--- config.mk ---
export PLATFORM = sky130hd
export DESIGN_NAME = deviation_heatmap_colorizer
export DESIGN_NICKNAME = d
export VERILOG_FILES = /design/src/rtl/dhc_pkg.sv /design/src/rtl/deviation_heatmap_colorizer.sv
export SDC_FILE = /design/constraint.sdc
export NUM_CORES = 2
export LEC_CHECK = 0
export ABC_AREA = 1
export ABC_CLOCK_PERIOD_IN_PS = 8700
export BUFFER_PORTS_ARGS = -buffer_cell sky130_fd_sc_hd__buf_4
export CAP_MARGIN = 20
export CORE_MARGIN = 1
export CORE_UTILIZATION = 45
export CTS_CLUSTER_DIAMETER = 50
export DETAILED_ROUTE_END_ITERATION = 6
export PLACE_DENSITY = 0.67
export SETUP_SLACK_MARGIN = 0.4
export SLEW_MARGIN = 15
export SYNTH_ARGS = -nofsm -noshare
export SYNTH_HDL_FRONTEND = slang
export SYNTH_SLANG_ARGS = --single-unit
--- constraint.sdc ---
create_clock -name clk -period 8.7 [get_ports clk]
set_input_delay 0.435 -clock clk [delete_from_list [all_inputs] [get_ports clk]]
set_output_delay 0.435 -clock clk [all_outputs]
set_load 0.01 [all_outputs]
--- src/rtl/dhc_pkg.sv ---
// Shared types, constants and the palette for the deviation heatmap colorizer.
package dhc_pkg;

	// Field widths
	localparam int DEV_BITS   = 24;
	localparam int SEV_FRAC   = 16;
	localparam int COLOR_BITS = 8;
	localparam int SEV_W      = SEV_FRAC + 1;

	// Quotient bits produced by the divider, one per stage
	localparam int QUO_BITS  = SEV_FRAC - 1;
	localparam int SEG_SHIFT = SEV_FRAC - 2;

	localparam logic [SEV_W-1:0] SEV_ONE  = SEV_W'(1) << SEV_FRAC;
	localparam logic [SEV_W-1:0] SEV_HALF = SEV_W'(1) << (SEV_FRAC - 1);

	// Palette blend: stop colors are in hundredths
	localparam int PAL_W   = 7;
	localparam int FRAC_W  = SEG_SHIFT + 1;
	localparam int BLEND_W = PAL_W + SEG_SHIFT;
	localparam int SCALE_W = BLEND_W + COLOR_BITS;
	localparam int Y_W     = SCALE_W - SEG_SHIFT;

	// Rounding term: half of 100 * 2^SEG_SHIFT
	localparam logic [SCALE_W-1:0] ROUND_HALF = SCALE_W'(50) << SEG_SHIFT;

	// floor(y / 100) as (y * RECIP_100) >> RECIP_SHIFT, exact for y below 43690
	localparam int RECIP_W     = 13;
	localparam int RECIP_SHIFT = 19;
	localparam logic [RECIP_W-1:0] RECIP_100 = RECIP_W'(5243);
	localparam int PROD_W = Y_W + RECIP_W;

	// Configuration register indexes
	typedef enum logic [0:0] {
		REG_TOLERANCE = 1'b0,
		REG_MAXIMUM   = 1'b1
	} reg_idx_t;

	// Control carried alongside the divider
	typedef struct packed {
		logic             bad;
		logic             above;
		logic             fixed;
		logic [SEV_W-1:0] fsev;
		logic             half;
	} tag_t;

	typedef struct packed {
		tag_t                tag;
		logic [DEV_BITS-1:0] rem;
		logic [DEV_BITS-1:0] den;
		logic [QUO_BITS-1:0] quo;
	} div_t;

	// One restoring division step: produce one quotient bit
	function automatic div_t div_step(input div_t x);
		div_t                res;
		logic [DEV_BITS:0]   r2;
		logic [DEV_BITS:0]   diff;
		begin
			res  = x;
			r2   = {x.rem, 1'b0};
			diff = r2 - {1'b0, x.den};
			if (r2 >= {1'b0, x.den}) begin
				res.rem = diff[DEV_BITS-1:0];
				res.quo = {x.quo[QUO_BITS-2:0], 1'b1};
			end else begin
				res.rem = r2[DEV_BITS-1:0];
				res.quo = {x.quo[QUO_BITS-2:0], 1'b0};
			end
			return res;
		end
	endfunction

	// Palette stops at 0, 0.25, 0.5, 0.75, 1; channel 0 red, 1 green, 2 blue
	function automatic logic [PAL_W-1:0] pal_color(input logic [2:0] stop,
			input logic [1:0] ch);
		logic [3*PAL_W-1:0] rgb;
		begin
			unique case (stop)
				3'd0:    rgb = {7'd5,   7'd20, 7'd85};
				3'd1:    rgb = {7'd0,   7'd80, 7'd100};
				3'd2:    rgb = {7'd10,  7'd85, 7'd20};
				3'd3:    rgb = {7'd100, 7'd85, 7'd0};
				3'd4:    rgb = {7'd90,  7'd5,  7'd2};
				default: rgb = '0;
			endcase
			unique case (ch)
				2'd0:    return rgb[3*PAL_W-1:2*PAL_W];
				2'd1:    return rgb[2*PAL_W-1:PAL_W];
				2'd2:    return rgb[PAL_W-1:0];
				default: return '0;
			endcase
		end
	endfunction

endpackage

--- src/rtl/deviation_heatmap_colorizer.sv ---
// Deviation heatmap colorizer: pipelined severity divider and palette blend.
//
//  channel | direction | handshake          | payload
//  --------+-----------+--------------------+-------------------------------------------
//  in      | input     | in_valid/in_ready  | deviation
//  out     | output    | out_valid/out_ready| valid_res severity above_tolerance red green blue
//  cfg     | input     | cfg_valid/cfg_ready| cfg_index cfg_data (0 tolerance, 1 maximum)
//
//  One word enters per cycle while the pipe has room. Stages: a compare stage, a divider
//  setup stage, one stage per quotient bit (15), a rounding stage and three palette
//  stages, of which the last is the output register. The restoring divider sets the
//  depth. Reset clears every stage valid bit and loads tolerance 1024, maximum 4096.
//  A stall at the output holds only the stages behind a full stage; bubbles close up
//  and the input keeps accepting while there is room. cfg_ready is always high.
module deviation_heatmap_colorizer
	import dhc_pkg::*;
(
	input  logic                  clk,
	input  logic                  arst_n,
	input  logic                  in_valid,
	output logic                  in_ready,
	input  logic [DEV_BITS-1:0]   deviation,
	output logic                  out_valid,
	input  logic                  out_ready,
	output logic                  valid_res,
	output logic [SEV_W-1:0]      severity,
	output logic                  above_tolerance,
	output logic [COLOR_BITS-1:0] red,
	output logic [COLOR_BITS-1:0] green,
	output logic [COLOR_BITS-1:0] blue,
	input  logic                  cfg_valid,
	output logic                  cfg_ready,
	input  logic [0:0]            cfg_index,
	input  logic [DEV_BITS-1:0]   cfg_data
);

	localparam int K = QUO_BITS;

	// Configuration registers
	logic [DEV_BITS-1:0] tol_q;
	logic [DEV_BITS-1:0] max_q;

	// Compare stage
	logic                v_s1;
	logic [DEV_BITS-1:0] dev_s1;
	logic [DEV_BITS-1:0] tol_s1;
	logic [DEV_BITS-1:0] excess_s1;
	logic [DEV_BITS-1:0] span_s1;
	logic                bad_s1, above_s1, eq_s1, dz_s1, tz_s1, mgt_s1;

	// Divider: index 0 is the setup stage, 1..K one quotient bit each
	logic [K:0]   v_div;
	div_t         div_s [K+1];
	logic [K+1:0] en_div;
	div_t         setup;

	// Rounding stage
	logic             v_sr;
	logic             bad_sr, above_sr;
	logic [SEV_W-1:0] sev_sr;
	logic             rbit;
	logic [SEV_W-1:0] qsum;

	// Palette stages
	logic                v_sb, v_sy;
	logic                bad_sb, above_sb, bad_sy, above_sy;
	logic [SEV_W-1:0]    sev_sb, sev_sy;
	logic [BLEND_W-1:0]  blend_sb [3];
	logic [Y_W-1:0]      y_sy [3];
	logic [BLEND_W-1:0]  blend_d [3];
	logic [Y_W-1:0]      y_d [3];
	logic [COLOR_BITS-1:0] z_d [3];

	logic en_out, en_sy, en_sb, en_sr, en_s1;

	// Stage enables: a stage moves when empty or when the next one moves
	assign en_out       = !out_valid || out_ready;
	assign en_sy        = !v_sy || en_out;
	assign en_sb        = !v_sb || en_sy;
	assign en_sr        = !v_sr || en_sb;
	assign en_div[K+1]  = en_sr;
	assign en_s1        = !v_s1 || en_div[0];
	assign in_ready     = en_s1;
	assign cfg_ready    = 1'b1;

	// Write configuration
	always_ff @(posedge clk or negedge arst_n) begin
		if (!arst_n) begin
			tol_q <= DEV_BITS'(1024);
			max_q <= DEV_BITS'(4096);
		end else if (cfg_valid) begin
			unique case (cfg_index)
				REG_TOLERANCE: tol_q <= cfg_data;
				REG_MAXIMUM:   max_q <= cfg_data;
				default:       ;
			endcase
		end
	end

	// Compare deviation against the scale
	always_ff @(posedge clk or negedge arst_n) begin
		if (!arst_n) begin
			v_s1 <= 1'b0;
		end else if (en_s1) begin
			v_s1 <= in_valid;
		end
	end

	always_ff @(posedge clk) begin
		if (en_s1 && in_valid) begin
			dev_s1    <= deviation;
			tol_s1    <= tol_q;
			excess_s1 <= deviation - tol_q;
			span_s1   <= max_q - tol_q;
			bad_s1    <= max_q < tol_q;
			above_s1  <= deviation > tol_q;
			eq_s1     <= deviation == tol_q;
			dz_s1     <= deviation == '0;
			tz_s1     <= tol_q == '0;
			mgt_s1    <= max_q > tol_q;
		end
	end

	// Pick the fixed severity or the division operands
	always_comb begin
		setup.tag.bad   = bad_s1;
		setup.tag.above = above_s1;
		setup.tag.fixed = 1'b1;
		setup.tag.fsev  = '0;
		setup.tag.half  = 1'b0;
		setup.rem       = dev_s1;
		setup.den       = tol_s1;
		setup.quo       = '0;
		priority if (!tz_s1 && !above_s1) begin
			if (eq_s1) begin
				setup.tag.fsev = SEV_HALF;
			end else begin
				setup.tag.fixed = 1'b0;
			end
		end else if (dz_s1) begin
			setup.tag.fsev = '0;
		end else if (mgt_s1) begin
			if (excess_s1 >= span_s1) begin
				setup.tag.fsev = SEV_ONE;
			end else begin
				setup.tag.fixed = 1'b0;
				setup.tag.half  = 1'b1;
				setup.rem       = excess_s1;
				setup.den       = span_s1;
			end
		end else begin
			setup.tag.fsev = SEV_ONE;
		end
	end

	// Divider stages
	for (genvar k = 0; k <= K; k++) begin : g_div
		assign en_div[k] = !v_div[k] || en_div[k+1];

		if (k == 0) begin : g_setup
			always_ff @(posedge clk or negedge arst_n) begin
				if (!arst_n) begin
					v_div[k] <= 1'b0;
				end else if (en_div[k]) begin
					v_div[k] <= v_s1;
				end
			end

			always_ff @(posedge clk) begin
				if (en_div[k] && v_s1) begin
					div_s[k] <= setup;
				end
			end
		end else begin : g_step
			always_ff @(posedge clk or negedge arst_n) begin
				if (!arst_n) begin
					v_div[k] <= 1'b0;
				end else if (en_div[k]) begin
					v_div[k] <= v_div[k-1];
				end
			end

			always_ff @(posedge clk) begin
				if (en_div[k] && v_div[k-1]) begin
					div_s[k] <= div_step(div_s[k-1]);
				end
			end
		end
	end

	// Round the quotient and add the upper-half offset
	always_comb begin
		rbit = {div_s[K].rem, 1'b0} >= {1'b0, div_s[K].den};
		qsum = (div_s[K].tag.half ? SEV_HALF : '0) + SEV_W'(div_s[K].quo) + SEV_W'(rbit);
	end

	always_ff @(posedge clk or negedge arst_n) begin
		if (!arst_n) begin
			v_sr <= 1'b0;
		end else if (en_sr) begin
			v_sr <= v_div[K];
		end
	end

	always_ff @(posedge clk) begin
		if (en_sr && v_div[K]) begin
			bad_sr   <= div_s[K].tag.bad;
			above_sr <= div_s[K].tag.above;
			sev_sr   <= div_s[K].tag.fixed ? div_s[K].tag.fsev : qsum;
		end
	end

	// Blend the two surrounding stops in hundredths, scaled by 2^SEG_SHIFT
	always_comb begin
		logic [2:0]              seg;
		logic [FRAC_W-1:0]       f;
		logic [PAL_W-1:0]        p0, p1;
		logic signed [PAL_W:0]   d;
		logic signed [BLEND_W+1:0] acc;
		if (sev_sr[SEV_FRAC]) begin
			seg = 3'd3;
			f   = FRAC_W'(1) << SEG_SHIFT;
		end else begin
			seg = {1'b0, sev_sr[SEV_FRAC-1:SEG_SHIFT]};
			f   = {1'b0, sev_sr[SEG_SHIFT-1:0]};
		end
		for (int c = 0; c < 3; c++) begin
			p0  = pal_color(seg, 2'(c));
			p1  = pal_color(seg + 3'd1, 2'(c));
			d   = $signed({1'b0, p1}) - $signed({1'b0, p0});
			acc = $signed({2'b00, p0, SEG_SHIFT'(0)}) + d * $signed({1'b0, f});
			blend_d[c] = acc[BLEND_W-1:0];
		end
	end

	always_ff @(posedge clk or negedge arst_n) begin
		if (!arst_n) begin
			v_sb <= 1'b0;
		end else if (en_sb) begin
			v_sb <= v_sr;
		end
	end

	always_ff @(posedge clk) begin
		if (en_sb && v_sr) begin
			bad_sb   <= bad_sr;
			above_sb <= above_sr;
			sev_sb   <= sev_sr;
			blend_sb <= blend_d;
		end
	end

	// Scale to full color range, add the rounding half, drop the segment bits
	always_comb begin
		logic [SCALE_W-1:0] x;
		for (int c = 0; c < 3; c++) begin
			x      = ({SCALE_W'(blend_sb[c]) << COLOR_BITS}) - SCALE_W'(blend_sb[c])
			         + ROUND_HALF;
			y_d[c] = x[SCALE_W-1:SEG_SHIFT];
		end
	end

	always_ff @(posedge clk or negedge arst_n) begin
		if (!arst_n) begin
			v_sy <= 1'b0;
		end else if (en_sy) begin
			v_sy <= v_sb;
		end
	end

	always_ff @(posedge clk) begin
		if (en_sy && v_sb) begin
			bad_sy   <= bad_sb;
			above_sy <= above_sb;
			sev_sy   <= sev_sb;
			y_sy     <= y_d;
		end
	end

	// Divide by 100 through the reciprocal
	always_comb begin
		logic [PROD_W-1:0] prod;
		for (int c = 0; c < 3; c++) begin
			prod   = PROD_W'(y_sy[c]) * PROD_W'(RECIP_100);
			z_d[c] = prod[RECIP_SHIFT +: COLOR_BITS];
		end
	end

	// Output register; an inconsistent scale clears every field
	always_ff @(posedge clk or negedge arst_n) begin
		if (!arst_n) begin
			out_valid <= 1'b0;
		end else if (en_out) begin
			out_valid <= v_sy;
		end
	end

	always_ff @(posedge clk) begin
		if (en_out && v_sy) begin
			valid_res       <= !bad_sy;
			severity        <= bad_sy ? '0 : sev_sy;
			above_tolerance <= bad_sy ? 1'b0 : above_sy;
			red             <= bad_sy ? '0 : z_d[0];
			green           <= bad_sy ? '0 : z_d[1];
			blue            <= bad_sy ? '0 : z_d[2];
		end
	end

`ifndef ASSERT_OFF
	a_bad_clears: assert property (@(posedge clk) disable iff (!arst_n)
		out_valid && !valid_res |-> severity == '0 && !above_tolerance
			&& red == '0 && green == '0 && blue == '0)
		else $error("inconsistent scale word carries nonzero fields");

	a_sev_range: assert property (@(posedge clk) disable iff (!arst_n)
		out_valid && valid_res |-> severity <= SEV_ONE)
		else $error("severity above one");

	a_above_half: assert property (@(posedge clk) disable iff (!arst_n)
		out_valid && valid_res && above_tolerance |-> severity >= SEV_HALF)
		else $error("above-tolerance word below half severity");

	a_below_half: assert property (@(posedge clk) disable iff (!arst_n)
		out_valid && valid_res && !above_tolerance |-> severity <= SEV_HALF)
		else $error("within-tolerance word above half severity");

	a_stall_holds: assert property (@(posedge clk) disable iff (!arst_n)
		out_valid && !out_ready && v_sy |=> out_valid && v_sy)
		else $error("stalled word dropped from the last stages");
`endif

endmodule

Word level (Yosys, flattened, before mapping)
Memory sizes are Yosys's and may differ from the RTL's.
Index checks and enable logic that the tools add are counted.
Widths: inputs -> output; s select.
{ "word_totals": {"output_inout_bits": 46, "ram_bits": 1344, "in_bits": 54, "reg_bits": 379, "mem_count": 1} }
{ "memory_table": {"columns": ["memory", "words", "width", "rd", "rd_ports_with_merged_regs", "write_ports", "line_no", "text"], "rows": [
  ["div_s", 16, 84, 16, 0, 16, "deviation_heatmap_colorizer.sv:53", "div_t div_s [K+1];"]
]} }
{ "classes": {"n_eq_ne": 9, "n_lt_le_gt_ge": 20, "n_bitwise": 1, "n_mul": 6, "mux": 111, "add_sub_neg": 32, "reduce_logical": 73} }
{ "ops": {"columns": ["operator", "count"], "rows": [
  ["$mux 24", 30],
  ["$sub 24x24->24", 17],
  ["$ge 25x24->1", 16],
  ["$mux 15", 16],
  ["$pmux 21 s5", 2],
  ["$mux 49", 4],
  ["$add 29x20->29 const B", 3],
  ["$sub 29x21->29", 3],
  ["$mul 15x13->27 const B", 3],
  ["$mux 17", 4],
  ["$add 21x21->21", 3],
  ["$mul 8x16->21", 3],
  ["$mux 1", 51],
  ["$gt 24x24->1", 2],
  ["$logic_not 24->1", 2],
  ["$mux 16", 2],
  ["$eq 24x24->1", 1],
  ["$ge 24x24->1", 1],
  ["$logic_not 1->1", 24],
  ["$lt 24x24->1", 1],
  ["$sub 7x7->8", 3],
  ["$logic_and 1x1->1", 22],
  ["$logic_or 1x1->1", 21],
  ["$mux 18", 1],
  ["other kinds (10)", 17]
]} }

Logic depth before layout (Yosys ltp)
{ "logic_depth": {"ltp_word": 24, "mapped_depth": 29} }

Worst setup path after synthesis
Ideal clock, no wire load.
{ "synth_timing": {"kind": "input to register", "from": "input out_ready", "to": "register above_s1 (enable)", "t_arrival_ps": 6040, "path_buffers": 0, "path_stages": 12, "setup_time_ps": 596, "setup_slack_ps": 2064, "t_required_ps": 8104, "cell_sequence": "inv_1 -> nand4_2 -> nor2_4 -> nand4_4 -> nor2_4 -> nand4_4 -> nor2_4 -> nand4_4 -> nor2_4 -> nand4_4 -> nor2_4 -> a21oi_1"} }
{ "synth_via": {"elab_chain_cells": 22} }
{ "synth_rtl": {"columns": ["item", "line_no", "text"], "rows": [
  ["start: declaration", "deviation_heatmap_colorizer.sv:24", "input logic out_ready,"],
  ["$logic_or 1x1->1", "deviation_heatmap_colorizer.sv:77", "assign en_out = !out_valid || out_ready;"],
  ["$logic_or 1x1->1", "deviation_heatmap_colorizer.sv:78", "assign en_sy = !v_sy || en_out;"],
  ["$logic_or 1x1->1", "deviation_heatmap_colorizer.sv:79", "assign en_sb = !v_sb || en_sy;"],
  ["$logic_or 1x1->1", "deviation_heatmap_colorizer.sv:80", "assign en_sr = !v_sr || en_sb;"],
  ["$logic_or 1x1->1 (16 in series)", "deviation_heatmap_colorizer.sv:158", "assign en_div[k] = !v_div[k] || en_div[k+1];"],
  ["$logic_or 1x1->1", "deviation_heatmap_colorizer.sv:82", "assign en_s1 = !v_s1 || en_div[0];"],
  ["$logic_and 1x1->1", "deviation_heatmap_colorizer.sv:110", "if (en_s1 && in_valid) begin"],
  ["end signal: assignment", "deviation_heatmap_colorizer.sv:116", "above_s1 <= deviation > tol_q;"],
  ["end: declaration", "deviation_heatmap_colorizer.sv:49", "logic bad_s1, above_s1, eq_s1, dz_s1, tz_s1, mgt_s1;"]
]} }
No other way between the ends.
A chain may end at the register's enable or synchronous reset.

==> reports/qor.yml <==
floorplan:
  die_h_um: 461
  ios: 100
  die_w_um: 461
  start_util_pct: 45.2
  rows: 168
  core_area_um2: 209000
  dieArea_um2: 212000
synth:
  synth_top_area_cell: "edfxtp_1"
  synth_seq_cells: 1362
  postSynthCellCount: 9676
  synth.top_cells.by_area: "edfxtp_1, ha_1, fa_1, inv_1, nand2_1"
  synthArstFlopShare_pct: 5.07
  synth_seq_area_share_pct: 42.8
  synth.avg_cell_area_um2: 9.79
  synthesis.area_um2: 94700
  yosysWarnings: 0
  synth_top_area_share_pct: 41.0
  yosysUniqueCellTypes: 66
  ys.flop_type: "edfxtp_1"
  synth-edff-count: 1293
  synthMostInstantiatedCell: "inv_1"
  synth_common_cells: "inv_1, nand2_1, edfxtp_1"
clock_network:
  root_buffer: "clkbuf_16"
  clk_latency_ns: 0.82
  cts_buffers: 179
  postCtsSetupRepairBufs: 0
  cts_resized: 0
  clockBufferDepth: 3
  cts.htree.levels: 4
  clkTransAtPathRegs_ns: 0.06
  cts_tree: "yes"
  clkSinkCount: 1362
global_routing:
  grt_pass1_wl_mm: 361
  antenna_found_initial: 2
  grt.total_usage_pct: 21.5
  overflow: 0
  grt_max_degree: 86
  grt_pass1_vias: 67600
status:
  violations: "design-rule violations"
  outcome: "finished, violations left"
setup_path:
  rrSetupSlack_ns: 1.80
  start_kind: "flip-flop"
  crit_path_end_kind: "flip-flop"
  cp.required_ns: 9.25
  cp_cell_sequence: "nor2_1, inv_1, ha_1, inv_1, nand2_1, fa_1, fa_1, inv_1, fa_1, inv_1, fa_1, inv_1, ha_1, nand3_1, nand3_1, a21oi_1, nor2_1, o21ai_0, nand2_1, nand2_1, nand2_1, a21oi_1, o21ai_0, xor2_1"
  reg2reg_to: "blend_sb[60]"
  reg2reg_depth: 24
  r2r-start: "sev_sr[16]"
  slowest_stage: "inv_1"
  setup.worst_path.start: "sev_sr[16]"
  crit_fanout: 26
  arrival_ns: 7.45
  worstSetupPathType: "flip-flop to flip-flop"
  cp_common_cell: "inv_1"
  slowest_delay_ns: 0.74
  cp-endpoint: "blend_sb[60]"
placement:
  portBuffers: 98
  place_congestion: 0.955
  hpwl_mm: 182
final_layout:
  fin_util_pct: 50.4
  multi_input_area_um2: 46600
  fillers: 18900
  drive_gt1_share_pct: 5.43
  syn2layout_area_growth_pct: 11.3
  antenna_cells: 0
  fin_nets: 11400
  ff_latch_area_um2: 40600
drt:
  first_pass_iters: 7
  routed-via-count: 66300
  vias_per_cell: 5.14
  drt-initial-drc-count: 4915
  drc_errors: 1
  ant_nets: 0
  routed_wl_mm: 227
  wl_per_cell_um: 17.6
sta:
  worst_pin_slew_ns: 1.10
  finalCriticalPeriod_ns: 6.90
  hold_violations: 0
  timing.final.crit_share_pct: 79.3
  max_freq_mhz: 145
  finalSetupTns_ns: 0
  maxSlewHeadroom_pct: 26.6
  maxSlewViolCount: 0
  setup_viol: 0
  skew_ns: 0.0903
  rsz0062_at_grt: "no"
flow_run:
  maxCapViolations: 0
hold_path:
  hp-class: "input pin to flip-flop"
cells in the final DEF, fill, tap and decap left out, types with 180 or more instances in the layout:
master / instances
inv_1: 1869
nand2_1: 1552
edfxtp_1: 1293
ha_1: 986
a21oi_1: 645
o21ai_0: 624
nor2_1: 611
fa_1: 468
xnor2_1: 261
xor2_1: 206
nand3_1: 181
clkbuf_16: 180
through the flow:
stage / instances / area [µm²] / worst slack (ns) / hold slack [ns]
floorplan: 9696 / 94800 / 2.06 / 0.139
CTS: 12900 / 105000 / 1.83 / 0.121
detailed placement: 12500 / 98700 / 1.82 / 0.321
finish: 12900 / 105000 / 1.80 / 0.197
global placement: 12500 / 98700 / 1.74 / 0.318
global route: 12900 / 105000 / 1.37 / 0.208
flip-flops by register name (all words and copies together) (netlist names), 17 cells and up:
signal,cells
sev_sb,17
span_s1,24
tol_s1,24
y_sy,45
max_q,24
tol_q,24
blend_sb,62
excess_s1,24
sev_sy,17
dev_s1,24
severity,17
sev_sr,17
div_s,984
worst max-delay path, delay by kind of cell, from the launching register on:
kind / cells / cell delay [ns]
fa+ha+maj: 6 / 2.87
xor+xnor: 1 / 0.17
compound gates: 4 / 0.67
flops: 1 / 0.59
buf+inv: 5 / 1.13
simple gates: 8 / 1.19
worst min-delay path by stage:
| stage | from | endpoint | cells after the start |
|---|---|---|---|
| final | cfg_valid | tol_q[10] | 5 |
| after global routing | cfg_valid | tol_q[10] | 5 |
| after CTS | cfg_valid | max_q[12] | 5 |
| after detailed placement | arst_n | max_q[6] | 1 |
| after global placement | arst_n | tol_q[4] | 1 |
| after floorplan | arst_n | max_q[0] | 0 |
layer usage:
layer	global-route usage, %	up-vias	share of wire [%]
li1	-	32800	-
met1	28.4	31700	45
met2	36.4	1439	48
met3	2.80	342	4.1
met4	6.84	0	3.1
met5	0	-	0
timing repair:
item / CTS / global route
hold buffers: 52 / 0
endpoints found under the hold margin: 123 / 0
endpoints found under the setup margin: 0 / 0
layout make-up:
cell class	count	area share, %
timing repair buffer	185	1.51
tap	2805	3.33
clock buffer	206	4.42
clock inverter	125	1.33
inverter	1894	6.75
multi-input combinational	6317	44.2
sequential	1362	38.5
kinds of logic (layout without fill, tap and decap cells):
logic type	count (synthesis)	after routing	synth area share, %
AND/OR/NAND/NOR	2675	2675	11.8
buffers and inverters	2017	2410	8.18
AO/OA/AOI/OAI	1699	1699	9.98
flip-flops	1362	1362	42.8
XOR/XNOR	467	467	4.32
adder cells (fa/ha/maj)	1454	1454	22.9
other	2	22	0.00793
Power is not shown: default switching activity piles up to over one toggle a cycle in this logic, so the estimate is an artifact.
